<file path="config.mk">
export PLATFORM = sky130hd
export DESIGN_NAME = rdpt_core
export DESIGN_NICKNAME = d
export VERILOG_FILES = /design/src/rdpt_pkg.sv /design/src/rdpt_core.sv
export SDC_FILE = /design/constraint.sdc
export NUM_CORES = 2
export LEC_CHECK = 0
export BUFFER_PORTS_ARGS = -buffer_cell sky130_fd_sc_hd__buf_2
export CORE_MARGIN = 5
export CORE_UTILIZATION = 55
export CTS_BUF_LIST = sky130_fd_sc_hd__clkbuf_4 sky130_fd_sc_hd__clkbuf_8
export DETAILED_ROUTE_END_ITERATION = 16
export GPL_TIMING_DRIVEN = 0
export PLACE_DENSITY = 0.83
export SLEW_MARGIN = 20
export SYNTH_ARGS = -nofsm -noshare
export SYNTH_HDL_FRONTEND = slang
export SYNTH_SLANG_ARGS = --single-unit
</file>
<file path="constraint.sdc">
create_clock -name i_clk -period 40.6 [get_ports i_clk]
set_clock_uncertainty 0.05 [all_clocks]
set_input_delay 2.03 -clock i_clk [delete_from_list [all_inputs] [get_ports i_clk]]
set_output_delay 2.03 -clock i_clk [all_outputs]
set_load 0.02 [all_outputs]
</file>
<file path="src/rdpt_pkg.sv">
// Shared types and constants of the radial distance point thinning block.
package rdpt_pkg;

    localparam int unsigned ValueW = 32;
    localparam int unsigned CdfW   = 17;
    localparam int unsigned IndexW = 16;
    localparam int unsigned LimW   = 2 * ValueW;
    localparam int unsigned FifoDepth = 4;
    localparam int unsigned FifoPtrW  = $clog2(FifoDepth);
    localparam int unsigned FifoCntW  = $clog2(FifoDepth + 1);

    // Squared limit after reset: 1.0 in Q16.16, squared to Q32.32.
    localparam logic [LimW-1:0] LimSqReset = 64'h0000_0001_0000_0000;

    typedef struct packed {
        logic signed [ValueW-1:0] sample_value;
        logic [CdfW-1:0]          cdf_value;
        logic                     last_point;
    } t_item;

    typedef struct packed {
        logic [IndexW-1:0] kept_index;
        logic              last_result;
    } t_result;

    // Up to two results leave the decision stage per item, first in slot a.
    typedef struct packed {
        logic [1:0] cnt;
        t_result    a;
        t_result    b;
    } t_push;

endpackage

</file>
<file path="src/rdpt_core.sv">
// Per-point keep/drop decision and curve state of the thinning block.
module rdpt_core #(
    parameter int unsigned MAX_POINTS = 65536
) (
    input  logic                        i_clk,
    input  logic                        i_rst_n,
    input  logic                        i_vld,
    input  rdpt_pkg::t_item             i_item,
    input  logic [rdpt_pkg::LimW-1:0]   i_lim_sq,
    output rdpt_pkg::t_push             o_push
);
    localparam int unsigned CntW = (MAX_POINTS > 1) ? $clog2(MAX_POINTS) : 1;
    localparam logic [CntW-1:0] CntLast = CntW'(MAX_POINTS - 1);

    logic [CntW-1:0]                     r_count, n_count;
    logic signed [rdpt_pkg::ValueW-1:0]  r_ref_value, n_ref_value;
    logic [rdpt_pkg::CdfW-1:0]           r_ref_cdf, n_ref_cdf;
    logic [rdpt_pkg::IndexW-1:0]         r_held_index, n_held_index;
    logic                                r_held_valid, n_held_valid;
    logic                                r_held_prev, n_held_prev;

    logic [rdpt_pkg::IndexW-1:0]         idx;
    logic signed [rdpt_pkg::ValueW:0]    diff_v;
    logic [rdpt_pkg::ValueW-1:0]         abs_v;
    logic [rdpt_pkg::CdfW:0]             diff_c;
    logic [rdpt_pkg::CdfW-1:0]           abs_c;
    logic [rdpt_pkg::LimW-1:0]           sq_v;
    logic [2*rdpt_pkg::CdfW-1:0]         sq_c;
    logic [rdpt_pkg::LimW:0]             d_sq;
    logic                                far;
    logic                                near;

    generate
        if (CntW >= rdpt_pkg::IndexW) begin : g_idx_trunc
            assign idx = r_count[rdpt_pkg::IndexW-1:0];
        end else begin : g_idx_ext
            assign idx = {{(rdpt_pkg::IndexW - CntW){1'b0}}, r_count};
        end
    endgenerate

    // Squared distance to the reference, exact.
    always_comb begin
        diff_v = {i_item.sample_value[rdpt_pkg::ValueW-1], i_item.sample_value}
               - {r_ref_value[rdpt_pkg::ValueW-1], r_ref_value};
        abs_v  = diff_v[rdpt_pkg::ValueW] ? (~diff_v[rdpt_pkg::ValueW-1:0] + 1'b1)
                                          : diff_v[rdpt_pkg::ValueW-1:0];
        diff_c = {1'b0, i_item.cdf_value} - {1'b0, r_ref_cdf};
        abs_c  = diff_c[rdpt_pkg::CdfW] ? (~diff_c[rdpt_pkg::CdfW-1:0] + 1'b1)
                                        : diff_c[rdpt_pkg::CdfW-1:0];
        sq_v   = {{rdpt_pkg::ValueW{1'b0}}, abs_v} * {{rdpt_pkg::ValueW{1'b0}}, abs_v};
        sq_c   = {{rdpt_pkg::CdfW{1'b0}}, abs_c} * {{rdpt_pkg::CdfW{1'b0}}, abs_c};
        d_sq   = {1'b0, sq_v} + {{(rdpt_pkg::LimW + 1 - 2*rdpt_pkg::CdfW){1'b0}}, sq_c};
        far    = d_sq > {1'b0, i_lim_sq};
        near   = {d_sq, 4'b0000} < {5'b00000, i_lim_sq};
    end

    always_comb begin
        n_count      = r_count;
        n_ref_value  = r_ref_value;
        n_ref_cdf    = r_ref_cdf;
        n_held_index = r_held_index;
        n_held_valid = r_held_valid;
        n_held_prev  = r_held_prev;
        o_push       = '0;
        if (i_vld) begin
            if (i_item.last_point) begin
                // End of curve: replace, drop or flush the held index.
                if (!r_held_valid || r_held_prev) begin
                    o_push.cnt = 2'd1;
                    o_push.a   = '{kept_index: idx, last_result: 1'b1};
                end else if (!far && near) begin
                    o_push.cnt = 2'd1;
                    o_push.a   = '{kept_index: idx, last_result: 1'b1};
                end else begin
                    o_push.cnt = 2'd2;
                    o_push.a   = '{kept_index: r_held_index, last_result: 1'b0};
                    o_push.b   = '{kept_index: idx, last_result: 1'b1};
                end
                n_count      = '0;
                n_ref_value  = '0;
                n_ref_cdf    = '0;
                n_held_index = '0;
                n_held_valid = 1'b0;
                n_held_prev  = 1'b0;
            end else begin
                if (!r_held_valid || far) begin
                    if (r_held_valid) begin
                        o_push.cnt = 2'd1;
                        o_push.a   = '{kept_index: r_held_index, last_result: 1'b0};
                    end
                    n_held_index = idx;
                    n_held_valid = 1'b1;
                    n_held_prev  = 1'b1;
                    n_ref_value  = i_item.sample_value;
                    n_ref_cdf    = i_item.cdf_value;
                end else begin
                    n_held_prev = 1'b0;
                end
                n_count = (r_count == CntLast) ? '0 : r_count + 1'b1;
            end
        end
    end

    always_ff @(posedge i_clk) begin
        if (!i_rst_n) begin
            r_count      <= '0;
            r_ref_value  <= '0;
            r_ref_cdf    <= '0;
            r_held_index <= '0;
            r_held_valid <= 1'b0;
            r_held_prev  <= 1'b0;
        end else begin
            r_count      <= n_count;
            r_ref_value  <= n_ref_value;
            r_ref_cdf    <= n_ref_cdf;
            r_held_index <= n_held_index;
            r_held_valid <= n_held_valid;
            r_held_prev  <= n_held_prev;
        end
    end

endmodule

</file>
==> results.yml <==
global_route:
  grtUsageMet3_pct: 8.38
  grt_start_max_net_pins: 15
  track_usage_pct: 32.6
  top_usage_layer: "met2"
  overflow: 0
  first_global_vias: 41900
  grt_pass1_wl_um: 237000
  antenna_found_initial: 8
  grt.met2_usage_pct: 50.9
  met1_usage_pct: 42.0
yosys:
  synth.top_cell.area_share_pct: 43.9
  synth-warning-count: 0
  synthFlopType: "dfxtp_1"
  postSynthCellCount: 5592
  synth_nets: 7379
  syn_area_per_cell_sq_um: 8.69
  ys_top_cells_by_count: "inv_1, fa_1, ha_1, nand2_1, nor2_1"
  ys_ff_latch: 83
  synth_area_sq_um: 48600
  synthTopCellsByArea: "fa_1, ha_1, inv_1"
  synth_largest_area_cell: "fa_1"
  ys_types: 90
  yosysSeqAreaShare_pct: 3.42
  synth_edf_count: 0
  async_reset_ff_share_pct: 0
  yosysMostFrequentCell: "inv_1"
cells_and_area:
  n_fill_cell: 7859
  fin_cells: 6940
  syn_to_final_growth_pct: 5.48
  layout.nets: 7548
  drive_above_1_share_pct: 4.65
  regArea_sq_um: 1660
  multi_input_area_sq_um: 40600
place:
  io_buffers: 151
  hpwl_um: 131000
  gp_congestion: 1.09
  detailedPlace.worstSlack_ps: 17460
  place_inst: 6914
setup_path:
  crit_path_frequent_cell: "fa_1"
  cp_slowest_cell: "a31oi_1"
  cpPeakStageDelay_ps: 1050
  reg2reg_slack_ps: 20920
  cp_num_buf_inv: 13
  cp-startpoint: "i_item[30]"
  critPathKind: "in -> out"
  crit_path_end_kind: "output pin"
  worstRegToRegCells: 56
  cp.required_ps: 38520
  rr_startpoint: "r_ref_value[12]"
  startpoint_type: "primary input"
  path_depth: 56
  critical_path_arrival_ps: 21630
  cp_max_fo: 10
  crit_family: "compound AO/OA/AOI/OAI gates"
floorplanning:
  die_h_um: 307
  dieWidth_um: 307
  die-area_sq_um: 94400
  core-area_sq_um: 88100
  ios: 153
  rows: 109
  start_util_pct: 55.2
routing:
  num_vias: 39600
  ant_nets: 0
  drcViolationCount: 0
  wl_per_cell_um: 21.9
  totalWireLength_um: 152000
  dr.pass1.iters: 6
  vias_per_cell: 5.71
  drtIter0Drc: 3517
clock_network:
  clkLatencyLatePin_ps: 410
  numCtsBuffers: 9
  clock-sinks: 83
  clkTransAtPathRegs_ps: 110
  ctsResizeCount: 0
  clockRootBuffer: "clkbuf_8"
  postCtsSetupBuffers: 0
  cts_tree: "done"
  htree_levels: 3
  clk_path_buf_depth: 2
  postCtsHoldBufs: 0
timing:
  drv_slew: 0
  finalSetupViolCount: 0
  grt_setup_unrepaired: "false"
  max_freq_mhz: 42.2
  setup_slack_ps: 16890
  worst_slew_pin_slew_ps: 1240
  relSlewSlack_pct: 17.0
  period_share_pct: 58.4
  finalHoldViolCount: 0
  holdWs_ps: 404
  setup_tns_ps: 0
  period_needed_ps: 23710
status:
  status: "complete, no violations"
min_path:
  worstHoldStart: "r_ref_value[25]"
  worstHoldPathCells: 2
  hold_class: "reg -> reg"
run:
  maxCapViolCount: 0
==> flip-flops by register name, summed over array words and instances, names as in the netlist <==
register,flops
r_held_prev,1
idx,16
r_held_index,16
r_ref_cdf,17
r_held_valid,1
r_ref_value,32
==> logic make-up after synthesis <==
logic type	count (synthesis)	share of synthesized area, %
AOI/OAI and AO/OA	661	8.98
adders and majority gates	1670	59.4
buffers and inverters	1717	13.4
DFF	83	3.42
xor gates and xnor gates	170	3.06
and+or+nand+nor	1282	11.5
muxes	9	0.198
==> per-stage QoR <==
stage | utilization (%) | cell area, sq um
2_1_floorplan | - | 48600
3_3_place_gp | 57.7 | 50800
3_5_place_dp | 57.9 | 51000
4_1_cts | 58.1 | 51200
5_1_grt | 58.2 | 51300
6_report | 58.2 | 51300
==> final timing paths <==
path,to
setup reg to reg,r_ref_cdf[0]
setup / recovery,o_push[26]
hold / removal,r_ref_value[25]
hold reg to reg,r_ref_value[25]
==> routing by layer <==
metal | wire (um) | vias up
met5 | 0 | -
met1 | 57900 | 19500
li1 | - | 17400
met2 | 67300 | 2156
met3 | 16100 | 558
met4 | 10900 | 0
==> tightest hold or removal path, stage by stage, from the launching register on <==
cell     delay, ps
dfxtp_1        320
nand2_1         50
o21ai_1         50
==> layout make-up <==
class / count / share of cell area, %
buffer: 166 / 1.34
multi-input combinational: 3792 / 79.2
tap: 1165 / 2.84
sequential: 83 / 3.24
clock buffer: 11 / 0.295
inverter: 1551 / 11.4
clock inverter: 5 / 0.0708
antenna: 9 / 0.0439
timing repair buffer: 158 / 1.63
==> cell usage in the layout (no fill, tap or decap), drive strengths merged, types with 20 or more instances in the layout <==
cell type and n:
xor2 55, o21ai 153, xnor2 115, nand2b 29, inv 1536, ha 605, a21o 118, fa 1065
a31oi 24, clkbuf 146, nor3 38, o31ai 20, nor2 435, buf 189, o21a 27, and2 32
dfxtp 83, nand3 104, nand2 509, nand4 42, a21oi 157, o211ai 38
Power is not shown: default switching activity piles up to over one toggle a cycle in this logic, so the estimate is an artifact.
