**src/rdpt_pkg.sv**
```systemverilog
// Shared types and constants of the radial distance point thinning block.
package rdpt_pkg;

    localparam int unsigned ValueW = 32;
    localparam int unsigned CdfW   = 17;
    localparam int unsigned IndexW = 16;
    localparam int unsigned LimW   = 2 * ValueW;
    localparam int unsigned FifoDepth = 4;
    localparam int unsigned FifoPtrW  = $clog2(FifoDepth);
    localparam int unsigned FifoCntW  = $clog2(FifoDepth + 1);

    // Squared limit after reset: 1.0 in Q16.16, squared to Q32.32.
    localparam logic [LimW-1:0] LimSqReset = 64'h0000_0001_0000_0000;

    typedef struct packed {
        logic signed [ValueW-1:0] sample_value;
        logic [CdfW-1:0]          cdf_value;
        logic                     last_point;
    } t_item;

    typedef struct packed {
        logic [IndexW-1:0] kept_index;
        logic              last_result;
    } t_result;

    // Up to two results leave the decision stage per item, first in slot a.
    typedef struct packed {
        logic [1:0] cnt;
        t_result    a;
        t_result    b;
    } t_push;

endpackage

```
**src/rdpt_out_fifo.sv**
```systemverilog
// Small result queue that takes up to two items per cycle and releases one.
module rdpt_out_fifo (
    input  logic               i_clk,
    input  logic               i_rst_n,
    input  rdpt_pkg::t_push    i_push,
    output logic               o_room2,
    output logic               o_vld,
    input  logic               i_rdy,
    output rdpt_pkg::t_result  o_data
);
    rdpt_pkg::t_result                  r_mem [rdpt_pkg::FifoDepth];
    logic [rdpt_pkg::FifoPtrW-1:0]      r_wr_ptr, n_wr_ptr;
    logic [rdpt_pkg::FifoPtrW-1:0]      r_rd_ptr, n_rd_ptr;
    logic [rdpt_pkg::FifoCntW-1:0]      r_count, n_count;
    logic [rdpt_pkg::FifoPtrW-1:0]      wr_ptr1;
    logic                               pop;

    assign o_vld   = (r_count != '0);
    assign o_data  = r_mem[r_rd_ptr];
    assign pop     = o_vld && i_rdy;
    assign o_room2 = (r_count <= rdpt_pkg::FifoCntW'(rdpt_pkg::FifoDepth - 2));
    assign wr_ptr1 = r_wr_ptr + 1'b1;

    always_comb begin
        n_wr_ptr = r_wr_ptr + rdpt_pkg::FifoPtrW'(i_push.cnt);
        n_rd_ptr = pop ? r_rd_ptr + 1'b1 : r_rd_ptr;
        n_count  = r_count + rdpt_pkg::FifoCntW'(i_push.cnt)
                 - rdpt_pkg::FifoCntW'(pop);
    end

    always_ff @(posedge i_clk) begin
        if (i_push.cnt != 2'd0) begin
            r_mem[r_wr_ptr] <= i_push.a;
        end
        if (i_push.cnt == 2'd2) begin
            r_mem[wr_ptr1] <= i_push.b;
        end
    end

    always_ff @(posedge i_clk) begin
        if (!i_rst_n) begin
            r_wr_ptr <= '0;
            r_rd_ptr <= '0;
            r_count  <= '0;
        end else begin
            r_wr_ptr <= n_wr_ptr;
            r_rd_ptr <= n_rd_ptr;
            r_count  <= n_count;
        end
    end

endmodule
```
**config.mk**
```make
export PLATFORM = sky130hd
export DESIGN_NAME = rdpt_out_fifo
export DESIGN_NICKNAME = d
export VERILOG_FILES = /design/src/rdpt_pkg.sv /design/src/rdpt_out_fifo.sv
export SDC_FILE = /design/constraint.sdc
export NUM_CORES = 1
export LEC_CHECK = 0
export BUFFER_PORTS_ARGS = -buffer_cell sky130_fd_sc_hd__buf_2
export CAP_MARGIN = 20
export CORE_ASPECT_RATIO = 1.75
export CORE_UTILIZATION = 55
export CTS_CLUSTER_SIZE = 25
export DETAILED_ROUTE_END_ITERATION = 10
export PLACE_DENSITY = 0.87
export SYNTH_ARGS = -nofsm -noshare
export SYNTH_HDL_FRONTEND = slang
export SYNTH_SLANG_ARGS = --single-unit
```
**constraint.sdc**
```tcl
create_clock -name i_clk -period 6.4 [get_ports i_clk]
set_input_delay 1.28 -clock i_clk [delete_from_list [all_inputs] [get_ports i_clk]]
set_output_delay 1.28 -clock i_clk [all_outputs]
set_load 0.005 [all_outputs]
```
==> parameters.txt, run 1 <==
Parameter                              Value

Floorplanning
  Die outline height ... 113 µm
  Total Die Area ... 7390 µm²
  Die width ... 65.4 µm
  FP Rows ... 40
  Area inside the core boundary ... 6860 µm²
  Number of top-level pins ... 58
  Initial core utilization ... 0.565

Clock network
  Total number of H-tree levels ... 3
  Insertion delay of the later-clocked pin in the worst-skew pair ... 0.34 ns
  Root buffer cell ... clkbuf_16
  Total of cells resized after clock tree synthesis ... 0
  Buffers from clock root to sink, at most ... 2
  Number of post-CTS setup repair buffers ... 0
  Clock tree from TritonCTS ... done
  TritonCTS buffer count ... 9
  Sink Count ... 77
  Post-CTS Hold Fix Bufs ... 0
  Clk pin slew, worst setup/hold paths ... 0.05 ns

Drt
  Drt first pass iters ... 7
  Count of antenna-violating nets left after detailed routing ... 0
  Initial DRC Count ... 126
  Per-cell via count in the routed design ... 5.76
  Per-cell routed wire length ... 19.8 µm
  Post-detailed-route DRC marker count ... 1
  Final WL ... 7170 µm
  Vias ... 2086

Worst setup path
  Critical Path, Cell by Cell ... mux4_2, buf_2
  Standard cell with the maximum stage delay on the critical path ... dfxtp_1
  Arrival time at the worst endpoint ... 1.81 ns
  Maximum net fanout on the critical path ... 17
  Setup slack of the worst register-to-register path ... 3.90 ns
  Setup crit start kind ... flop
  Delay of the slowest cell on the worst path ... 0.90 ns
  FF-to-FF End ... r_mem[2][2]
  Type of the setup path with the least slack ... flop to output pin
  Data required time of the critical path ... 5.12 ns
  Worst Reg2Reg Path Length in Cells ... 2
  Reg-to-reg startpoint ... r_wr_ptr[0]
  Endpoint kind of the worst setup timing path ... output pin

Min path
  HP Class ... flop to flop
  Number of cells on the worst hold path ... 2
  Hold Path Origin ... r_rd_ptr[1]

Power
  Maximum ir drop on the vdd rail ... 0.318 mV
  Total power per unit cell area ... 324 nW/µm²
  Static leakage power ... 1.68 nW

Job
  # Max-Cap Violations ... 0

STA
  Worst slew pin tran ... 1.07 ns
  Ratio of final minimum period to clock period ... 0.483
  Endpoints failing setup ... 0
  Min setup slack post-route ... 3.31 ns
  Final hold violation count ... 0
  Final min period ... 3.09 ns
  Worst-case headroom to the max-slew limit ... 0.285
  Setup TNS ... 0 ns
  Clock Skews ... 0.00328 ns
  Unrepaired setup endpoints after global routing ... false
  Max Transition Viols Final ... 0
  Maximum achievable frequency ... 323 MHz
  Hold slack ... 0.495 ns

Yosys
  Register bit count reported by yosys ... 77
  Synthesized net count ... 260
  Total number of yosys warnings ... 0
  Sequential area share after synthesis ... 0.574
  Commonest register cell after synthesis ... edfxtp_1
  Mean instance size in the synthesized netlist ... 17.9 µm²
  Asr flop ratio synth ... 0
  Cells after synthesis ... 216
  Number of enable flip-flop cells after synthesis ... 68
  Syn Std Cell Area ... 3870 µm²
  Post-synthesis cell type count ... 32

Placed design
  PortBufs ... 57
  DP Wirelength ... 4670 µm
  Weighted congestion at the end of routability-driven global placement ... 0.737
  DP Worst Slack ... 2.96 ns
  Post-place instance area ... 4220 µm²

Layout
  Share of layout cells above drive strength 1 ... 0.579
  Layout overhead on the synthesized area ... 16.1%
  Post-route standard cell area excluding fillers ... 4490 µm²
  Utilization after layout ... 0.655
  Multi-input gate area in the final layout ... 1560 µm²
  Number of diodes added for antenna fixing ... 0
  Fillers ... 458
  Nets@finish ... 317
  Area occupied by registers ... 2220 µm²

GRT
  Initial antenna violation count ... 0
  Overflow left after global routing ... 0
  Number of global-route vias before repair ... 2253
  Pin count of the biggest net entering global routing ... 19
  Global-route wire length before repair ... 11600 µm
  GRT Util Overall ... 0.223

Status
  Run status ... finished, violations left
  Violations in the final reports ... DRC
## where the power goes
| group | internal [W] | switching, W | total [W] |
|---|---|---|---|
| combinational | 0.000188 | 0.000146 | 0.000333 |
| sequential | 0.000621 | 0.0000368 | 0.000658 |
| clock | 0.000281 | 0.000183 | 0.000464 |
## sequential cells by signal, summed over array words and instances (netlist names), named ones only
| signal | count |
|---|---|
| r_count | 3 |
| r_wr_ptr | 2 |
| r_rd_ptr | 2 |
| r_mem | 68 |
## stage by stage
stage | power, W | std cells
finish | 0.00146 | 362
global route | 0.00152 | 362
CTS | 0.00147 | 362
detailed placement | 0.00101 | 346
global placement | 0.000994 | 346
floorplan | 0.000890 | 216
## how the worst max path moves through the flow
stage,depth (start not counted),from,slack (ns),endpoint
global placement,3,i_push[34],3.04,r_mem[2][12]
floorplan,3,i_push[35],3.17,r_mem[0][0]
global route,2,flop,3.24,o_data[3]
CTS,2,flop,3.27,o_data[5]
detailed placement,3,i_push[34],2.96,r_mem[2][12]
finish,2,flop,3.31,o_data[5]
## worst max-delay path: cells and delay by family (launching register included)
kind     cells  cell delay, ns
mux          1            0.42
flops        1            0.90
buf+inv      1            0.15
## cells in the mapped netlist, types with 2 or more instances
cell | n | share of area
ha_1 | 4 | 0.013
mux2_2 | 56 | 0.16
nor2_1 | 2 | 0.0019
buf_2 | 5 | 0.0065
mux4_2 | 17 | 0.099
nand2_1 | 2 | 0.0019
inv_1 | 6 | 0.0058
xnor3_1 | 2 | 0.012
mux2i_1 | 4 | 0.010
dfxtp_1 | 9 | 0.047
mux2_1 | 2 | 0.0058
buf_4 | 4 | 0.0078
edfxtp_1 | 68 | 0.53
mux2_4 | 10 | 0.039
buf_6 | 3 | 0.0087
nand2b_1 | 2 | 0.0032
and2_1 | 3 | 0.0048
nor2b_1 | 3 | 0.0048
## layout by cell type (no fill, tap or decap), types with 2 or more instances in the layout
cell and count:
clkinv_1 2, nor2b_1 2, mux4_2 17, mux2i_1 4, mux2_2 56, clkbuf_8 2, buf_4 3, inv_1 6
mux2_1 2, clkbuf_1 3, nand2b_1 2, ha_1 4, xnor3_1 2, buf_2 57, clkbuf_16 9, mux2_4 10
edfxtp_1 68, nand2_1 2, and2_1 3, dfxtp_1 9
## metal layers
layer / part of all wire / up-vias / track usage
li1: - / 971 / -
met1: 0.39 / 1047 / 0.253
met2: 0.54 / 58 / 0.372
met3: 0.055 / 10 / 0.0716
met4: 0.018 / 0 / 0.106
met5: 0 / - / 0
## cell type report
class | count | share of cell area
inverters | 6 | 0.00501
flip-flops and latches | 77 | 0.495
repair buffers | 60 | 0.0685
clock buffers | 14 | 0.0588
well taps | 84 | 0.0234
multi-input cells | 119 | 0.348
clock inverters | 2 | 0.00167
## cell families (layout without fill, tap and decap cells)
kind of cell               count (synthesis)  in the layout  share of synthesized area
DFF                                       77             77                      0.574
muxes                                     89             89                      0.317
buffers and inverters                     20             82                     0.0307
AOI/OAI and AO/OA                          6              6                     0.0123
adders and majority gates                  5              5                     0.0181
xor gates and xnor gates                   2              2                     0.0116
and+or+nand+nor                           17             17                     0.0365
Note: power is estimated with default switching activity, not from simulation.
==> run 2, diff against run 1 <==
- clock period: 6.4 -> 3.05 ns (I/O delays scaled with it)
==> parameters.txt, run 2 (same netlist as run 1, synthesis figures left out) <==
Parameter                              Value

Status
  Run status ... completed

GRT
  Initial antenna violation count ... 0 (unchanged)
  GRT Util Overall ... 0.220 (-0.00243)
  Overflow left after global routing ... 0 (unchanged)
  Pin count of the biggest net entering global routing ... 19 (unchanged)
  Number of global-route vias before repair ... 2361 (+4.8%)
  Global-route wire length before repair ... 11600 µm (-0.53%)

Worst setup path
  Standard cell with the maximum stage delay on the critical path ... mux4_2
  Delay of the slowest cell on the worst path ... 0.57 ns (-0.33 ns)
  Type of the setup path with the least slack ... flop to output pin
  Endpoint kind of the worst setup timing path ... output pin
  Worst path bufs/invs ... 2 (+1)
  Kind of cell adding the most delay to the critical path ... multiplexers
  Setup crit start kind ... flop
  Data required time of the critical path ... 2.44 ns (-2.68 ns)
  Critical Path, Cell by Cell ... buf_4, mux4_2, buf_2
  Arrival time at the worst endpoint ... 1.70 ns (-0.11 ns)
  Maximum net fanout on the critical path ... 17 (unchanged)

STA
  Worst-case headroom to the max-slew limit ... 0.294 (+0.00901)
  Unrepaired setup endpoints after global routing ... false
  Ratio of final minimum period to clock period ... 0.758
  Setup TNS ... 0 ns (unchanged)
  Clock Skews ... 0.00324 ns (-0.0000419 ns)
  Maximum achievable frequency ... 432 MHz
  Final hold violation count ... 0 (unchanged)
  Final min period ... 2.31 ns
  Min setup slack post-route ... 0.738 ns (-2.57 ns)
  Worst slew pin tran ... 1.06 ns (-0.00868 ns)
  Endpoints failing setup ... 0 (unchanged)
  Max Transition Viols Final ... 0 (unchanged)

Clock network
  TritonCTS buffer count ... 9 (unchanged)
  Number of post-CTS setup repair buffers ... 0 (unchanged)
  Insertion delay of the later-clocked pin in the worst-skew pair ... 0.33 ns (about the same)
  Clock tree from TritonCTS ... done
  Clk pin slew, worst setup/hold paths ... 0.05 ns (about the same)
  Post-CTS Hold Fix Bufs ... 0 (unchanged)
  Root buffer cell ... clkbuf_16
  Buffers from clock root to sink, at most ... 2 (unchanged)
  Total of cells resized after clock tree synthesis ... 0 (unchanged)
  Total number of H-tree levels ... 3 (unchanged)
  Sink Count ... 77 (unchanged)

Drt
  Count of antenna-violating nets left after detailed routing ... 0 (unchanged)
  Per-cell via count in the routed design ... 5.74 (-0.36%)
  M1 WL ... 2800 µm (+1.2%)
  Vias ... 2113 (+1.3%)
  Initial DRC Count ... 81 (-36%)
  Met2 routed WL ... 3930 µm (+1.3%)
  Final WL ... 7210 µm (+0.45%)
  Per-cell routed wire length ... 19.6 µm (-1.2%)
  Post-detailed-route DRC marker count ... 0 (-1)
  Detail Route met3 WL ... 282 µm (-29%)
  Drt first pass iters ... 4 (-3)
  Uppermost signal routing layer after detailed routing ... met4

Layout
  Layout overhead on the synthesized area ... 16.7%
  Commonest non-fill, non-tap cell in the layout ... edfxtp_1
  Number of diodes added for antenna fixing ... 0 (unchanged)
  Register containing the most flip-flops in the final layout ... r_mem
  Nets@finish ... 323 (+1.9%)
  Share of layout cells above drive strength 1 ... 0.585 (+0.00537)
  Leading registers by flop count ... r_mem (68), r_count (3)
  Commonest non-fill, non-tap cells in the layout ... edfxtp_1, buf_2, mux2_2
  Largest register FFs ... 68 (unchanged)

Floorplanning
  Die width ... 65.4 µm (unchanged)
  Die outline height ... 113 µm (unchanged)
  Total Die Area ... 7390 µm² (unchanged)
  Area inside the core boundary ... 6860 µm² (unchanged)
  Number of top-level pins ... 58 (unchanged)
  FP Rows ... 40 (unchanged)
  Initial core utilization ... 0.565 (unchanged)

Power
  Maximum ir drop on the vdd rail ... 0.537 mV (+69%)
  Total power per unit cell area ... 667 nW/µm² (+110%)
  Post-route total power ... 0.00302 W (+110%)
  Static leakage power ... 1.71 nW (+1.3%)

Placed design
  Weighted congestion at the end of routability-driven global placement ... 0.780 (+5.8%)
  DP Wirelength ... 4610 µm (-1.3%)
  PortBufs ... 57 (unchanged)
  DP Worst Slack ... 0.784 ns (-2.18 ns)

Job
  # Max-Cap Violations ... 0 (unchanged)

Min path
  HP Class ... flop to flop
-- run 2: per-layer routing --
metal | global-route usage | up-vias
met5 | 0 | -
met4 | 0.126 | 0
met3 | 0.0544 | 16
met2 | 0.373 | 55
met1 | 0.246 | 1062
li1 | - | 980
-- run 2: path summary, 6_finish.rpt --
kind                                   from    endpoint  slack (ns)  cells past startpoint
worst min register to register  r_rd_ptr[1]        flop        0.49                      2
worst max register to register   r_count[2]  r_count[2]        1.12                      7
worst max-delay path                   flop   o_data[6]        0.74                      3
worst min-delay path            r_rd_ptr[1]        flop        0.49                      2
-- run 2: final cells by class --
| cell class | count | area [µm²] |
|---|---|---|
| Clock inverter | 3 | 12.5 |
| Inverter | 6 | 22.5 |
| Fill cell | 466 | 2340 |
| Timing Repair Buffer | 66 | 353 |
| Sequential cell | 77 | 2220 |
| Clock buffer | 13 | 240 |
| Multi-Input combinational cell | 119 | 1560 |
| Tap cell | 84 | 105 |
-- run 2: report_power, final --
group | internal [W] | switching (W)
sequential | 0.00130 | 0.0000606
combinational | 0.000405 | 0.000325
clock | 0.000544 | 0.000378
total | 0.00225 | 0.000764
-- run 2: stage by stage --
step           instance area, µm²  utilization  instances  hold WS [ns]
3_5_place_dp                 4270        0.622        352         0.479
3_3_place_gp                 4270        0.622        352         0.463
6_report                     4520        0.659        368         0.489
4_1_cts                      4520        0.659        368         0.489
5_1_grt                      4520        0.659        368         0.517
2_1_floorplan                3870            -        216         0.449
-- run 2: worst register-to-register path: cells and delay by family (launching register included) --
family | cells | cell delay (ns)
flip-flops | 1 | 0.34
AND/OR/NAND/NOR | 1 | 0.04
adder cells (fa/ha/maj) | 3 | 0.84
AO/OA/AOI/OAI | 1 | 0.36
buffers and inverters | 1 | 0.04
XOR/XNOR | 1 | 0.21
==> run 3, diff against run 2 <==
- clock period: 3.05 -> 2.3 ns (I/O delays scaled with it)
==> parameters.txt, run 3 (same netlist as run 1, synthesis figures left out) <==
Parameter                              Value

Clock network
  Post-CTS Hold Fix Bufs ... 0 (unchanged)
  Total of cells resized after clock tree synthesis ... 0 (unchanged)
  TritonCTS buffer count ... 9 (unchanged)
  Insertion delay of the later-clocked pin in the worst-skew pair ... 0.35 ns (+0.02 ns)
  Clock tree from TritonCTS ... done
  Root buffer cell ... clkbuf_16
  Total number of H-tree levels ... 3 (unchanged)
  Sink Count ... 77 (unchanged)
  Clk pin slew, worst setup/hold paths ... 0.06 ns (about the same)
  Buffers from clock root to sink, at most ... 2 (unchanged)
  Number of post-CTS setup repair buffers ... 0 (unchanged)

Status
  Run status ... completed

Placed design
  PortBufs ... 57 (unchanged)
  Post-place instance area ... 4340 µm² (+1.8%)
  DP Wirelength ... 5150 µm (+12%)
  Weighted congestion at the end of routability-driven global placement ... 0.761 (-2.5%)

Min path
  HP Class ... primary input to flop
  Number of cells on the worst hold path ... 2 (unchanged)

Layout
  Commonest non-fill, non-tap cells in the layout ... edfxtp_1, buf_2, mux2_2
  Multi-input gate area in the final layout ... 1560 µm² (unchanged)
  Layout overhead on the synthesized area ... 19.5%
  Largest register FFs ... 68 (unchanged)
  Nets@finish ... 330 (+2.2%)
  Area occupied by registers ... 2220 µm² (unchanged)
  Number of diodes added for antenna fixing ... 0 (unchanged)
  Leading registers by flop count ... r_mem (68), r_count (3)
  Fillers ... 454 (-2.6%)
  Register containing the most flip-flops in the final layout ... r_mem
  Commonest non-fill, non-tap cell in the layout ... edfxtp_1
  Post-route standard cell area excluding fillers ... 4620 µm² (+2.3%)
  Share of layout cells above drive strength 1 ... 0.607 (+0.0224)

GRT
  Global-route wire length before repair ... 12200 µm (+5.5%)
  GRT Util Overall ... 0.236 (+0.0155)
  Pin count of the biggest net entering global routing ... 18 (-1)
  Number of global-route vias before repair ... 2421 (+2.5%)
  Initial antenna violation count ... 0 (unchanged)
  Overflow left after global routing ... 0 (unchanged)

Worst setup path
  Standard cell with the maximum stage delay on the critical path ... mux4_2
  Type of the setup path with the least slack ... flop to output pin
  Delay of the slowest cell on the worst path ... 0.54 ns (-0.03 ns)
  Arrival time at the worst endpoint ... 1.59 ns (-0.11 ns)
  Setup crit start kind ... flop
  Worst Reg2Reg Path Length in Cells ... 7 (unchanged)
  Critical Path, Cell by Cell ... buf_12, mux4_2, buf_2
  Maximum net fanout on the critical path ... 17 (unchanged)
  Endpoint kind of the worst setup timing path ... output pin
  Data required time of the critical path ... 1.84 ns (-0.60 ns)

Drt
  Vias ... 2220 (+5.1%)
  Per-cell routed wire length ... 20.4 µm (+4.1%)
  Post-detailed-route DRC marker count ... 0 (unchanged)
  Count of antenna-violating nets left after detailed routing ... 0 (unchanged)
  Drt first pass iters ... 4 (unchanged)
  Initial DRC Count ... 137 (+69%)
  Per-cell via count in the routed design ... 5.94 (+3.4%)
  Final WL ... 7620 µm (+5.8%)

STA
  Ratio of final minimum period to clock period ... 0.889
  Final min period ... 2.05 ns
  Maximum achievable frequency ... 489 MHz
  Clock Skews ... 0.00378 ns (+0.000536 ns)
  Setup TNS ... 0 ns (unchanged)
  Final hold violation count ... 0 (unchanged)
  Endpoints failing setup ... 0 (unchanged)
  Worst slew pin tran ... 0.949 ns (-0.109 ns)
  Worst-case headroom to the max-slew limit ... 0.367 (+0.0728)
  Max Transition Viols Final ... 0 (unchanged)
  Unrepaired setup endpoints after global routing ... false

Floorplanning
  Die outline height ... 113 µm (unchanged)
  Total Die Area ... 7390 µm² (unchanged)
  Die width ... 65.4 µm (unchanged)
  Initial core utilization ... 0.565 (unchanged)
  FP Rows ... 40 (unchanged)
  Area inside the core boundary ... 6860 µm² (unchanged)
  Number of top-level pins ... 58 (unchanged)

Power
  Maximum ir drop on the vdd rail ... 0.721 mV (+34%)
  Static leakage power ... 1.77 nW (+3.4%)
  Total power per unit cell area ... 903 nW/µm² (+35%)

Job
  # Max-Cap Violations ... 0 (unchanged)
==> run 3: layout make-up <==
cell class	count	share of cell area
Clock buffer	9	0.0487
Clock inverter	6	0.0119
Inverter	6	0.00487
Multi-Input combinational cell	119	0.338
Sequential cell	77	0.481
Tap cell	84	0.0227
Timing Repair Buffer	73	0.0931
==> run 3: per-layer routing <==
metal	track usage	vias to the layer above	wire length [µm]	part of all wire
li1	-	994	-	-
met1	0.255	1133	2700	0.35
met2	0.410	73	4260	0.56
met3	0.0484	20	382	0.050
met4	0.145	0	282	0.037
met5	0	-	0	0
==> run 3: report_power, final <==
group          total [W]  switching, W  internal (W)
logic            0.00100      0.000437      0.000565
clock network    0.00136      0.000542      0.000821
registers        0.00181     0.0000832       0.00173
total            0.00417       0.00106       0.00311
==> run 3: path summary, 6_finish.rpt <==
check                end         from  slack (ns)
max reg2reg   r_count[2]   r_count[2]        0.39
max           o_data[11]         flop        0.25
min           r_count[0]      i_rst_n        0.44
min reg2reg  r_rd_ptr[1]  r_rd_ptr[1]        0.50
==> run 3: per-stage QoR <==
stage                     setup WS, ns   util  total power (W)  std cells  hold slack, ns
after floorplan                  0.299      -          0.00248        216           0.449
after global routing             0.221  0.674          0.00435        374           0.456
after CTS                        0.238  0.674          0.00421        374           0.436
after global placement           0.366  0.634          0.00282        359           0.464
final                            0.254  0.674          0.00417        374           0.435
after detailed placement         0.330  0.634          0.00285        359           0.492
==> run 3: critical path, delay by kind of cell, from the launching register on <==
family / cells / cell delay [ns]
multiplexers: 1 / 0.54
flip-flops: 1 / 0.35
buffers and inverters: 2 / 0.35
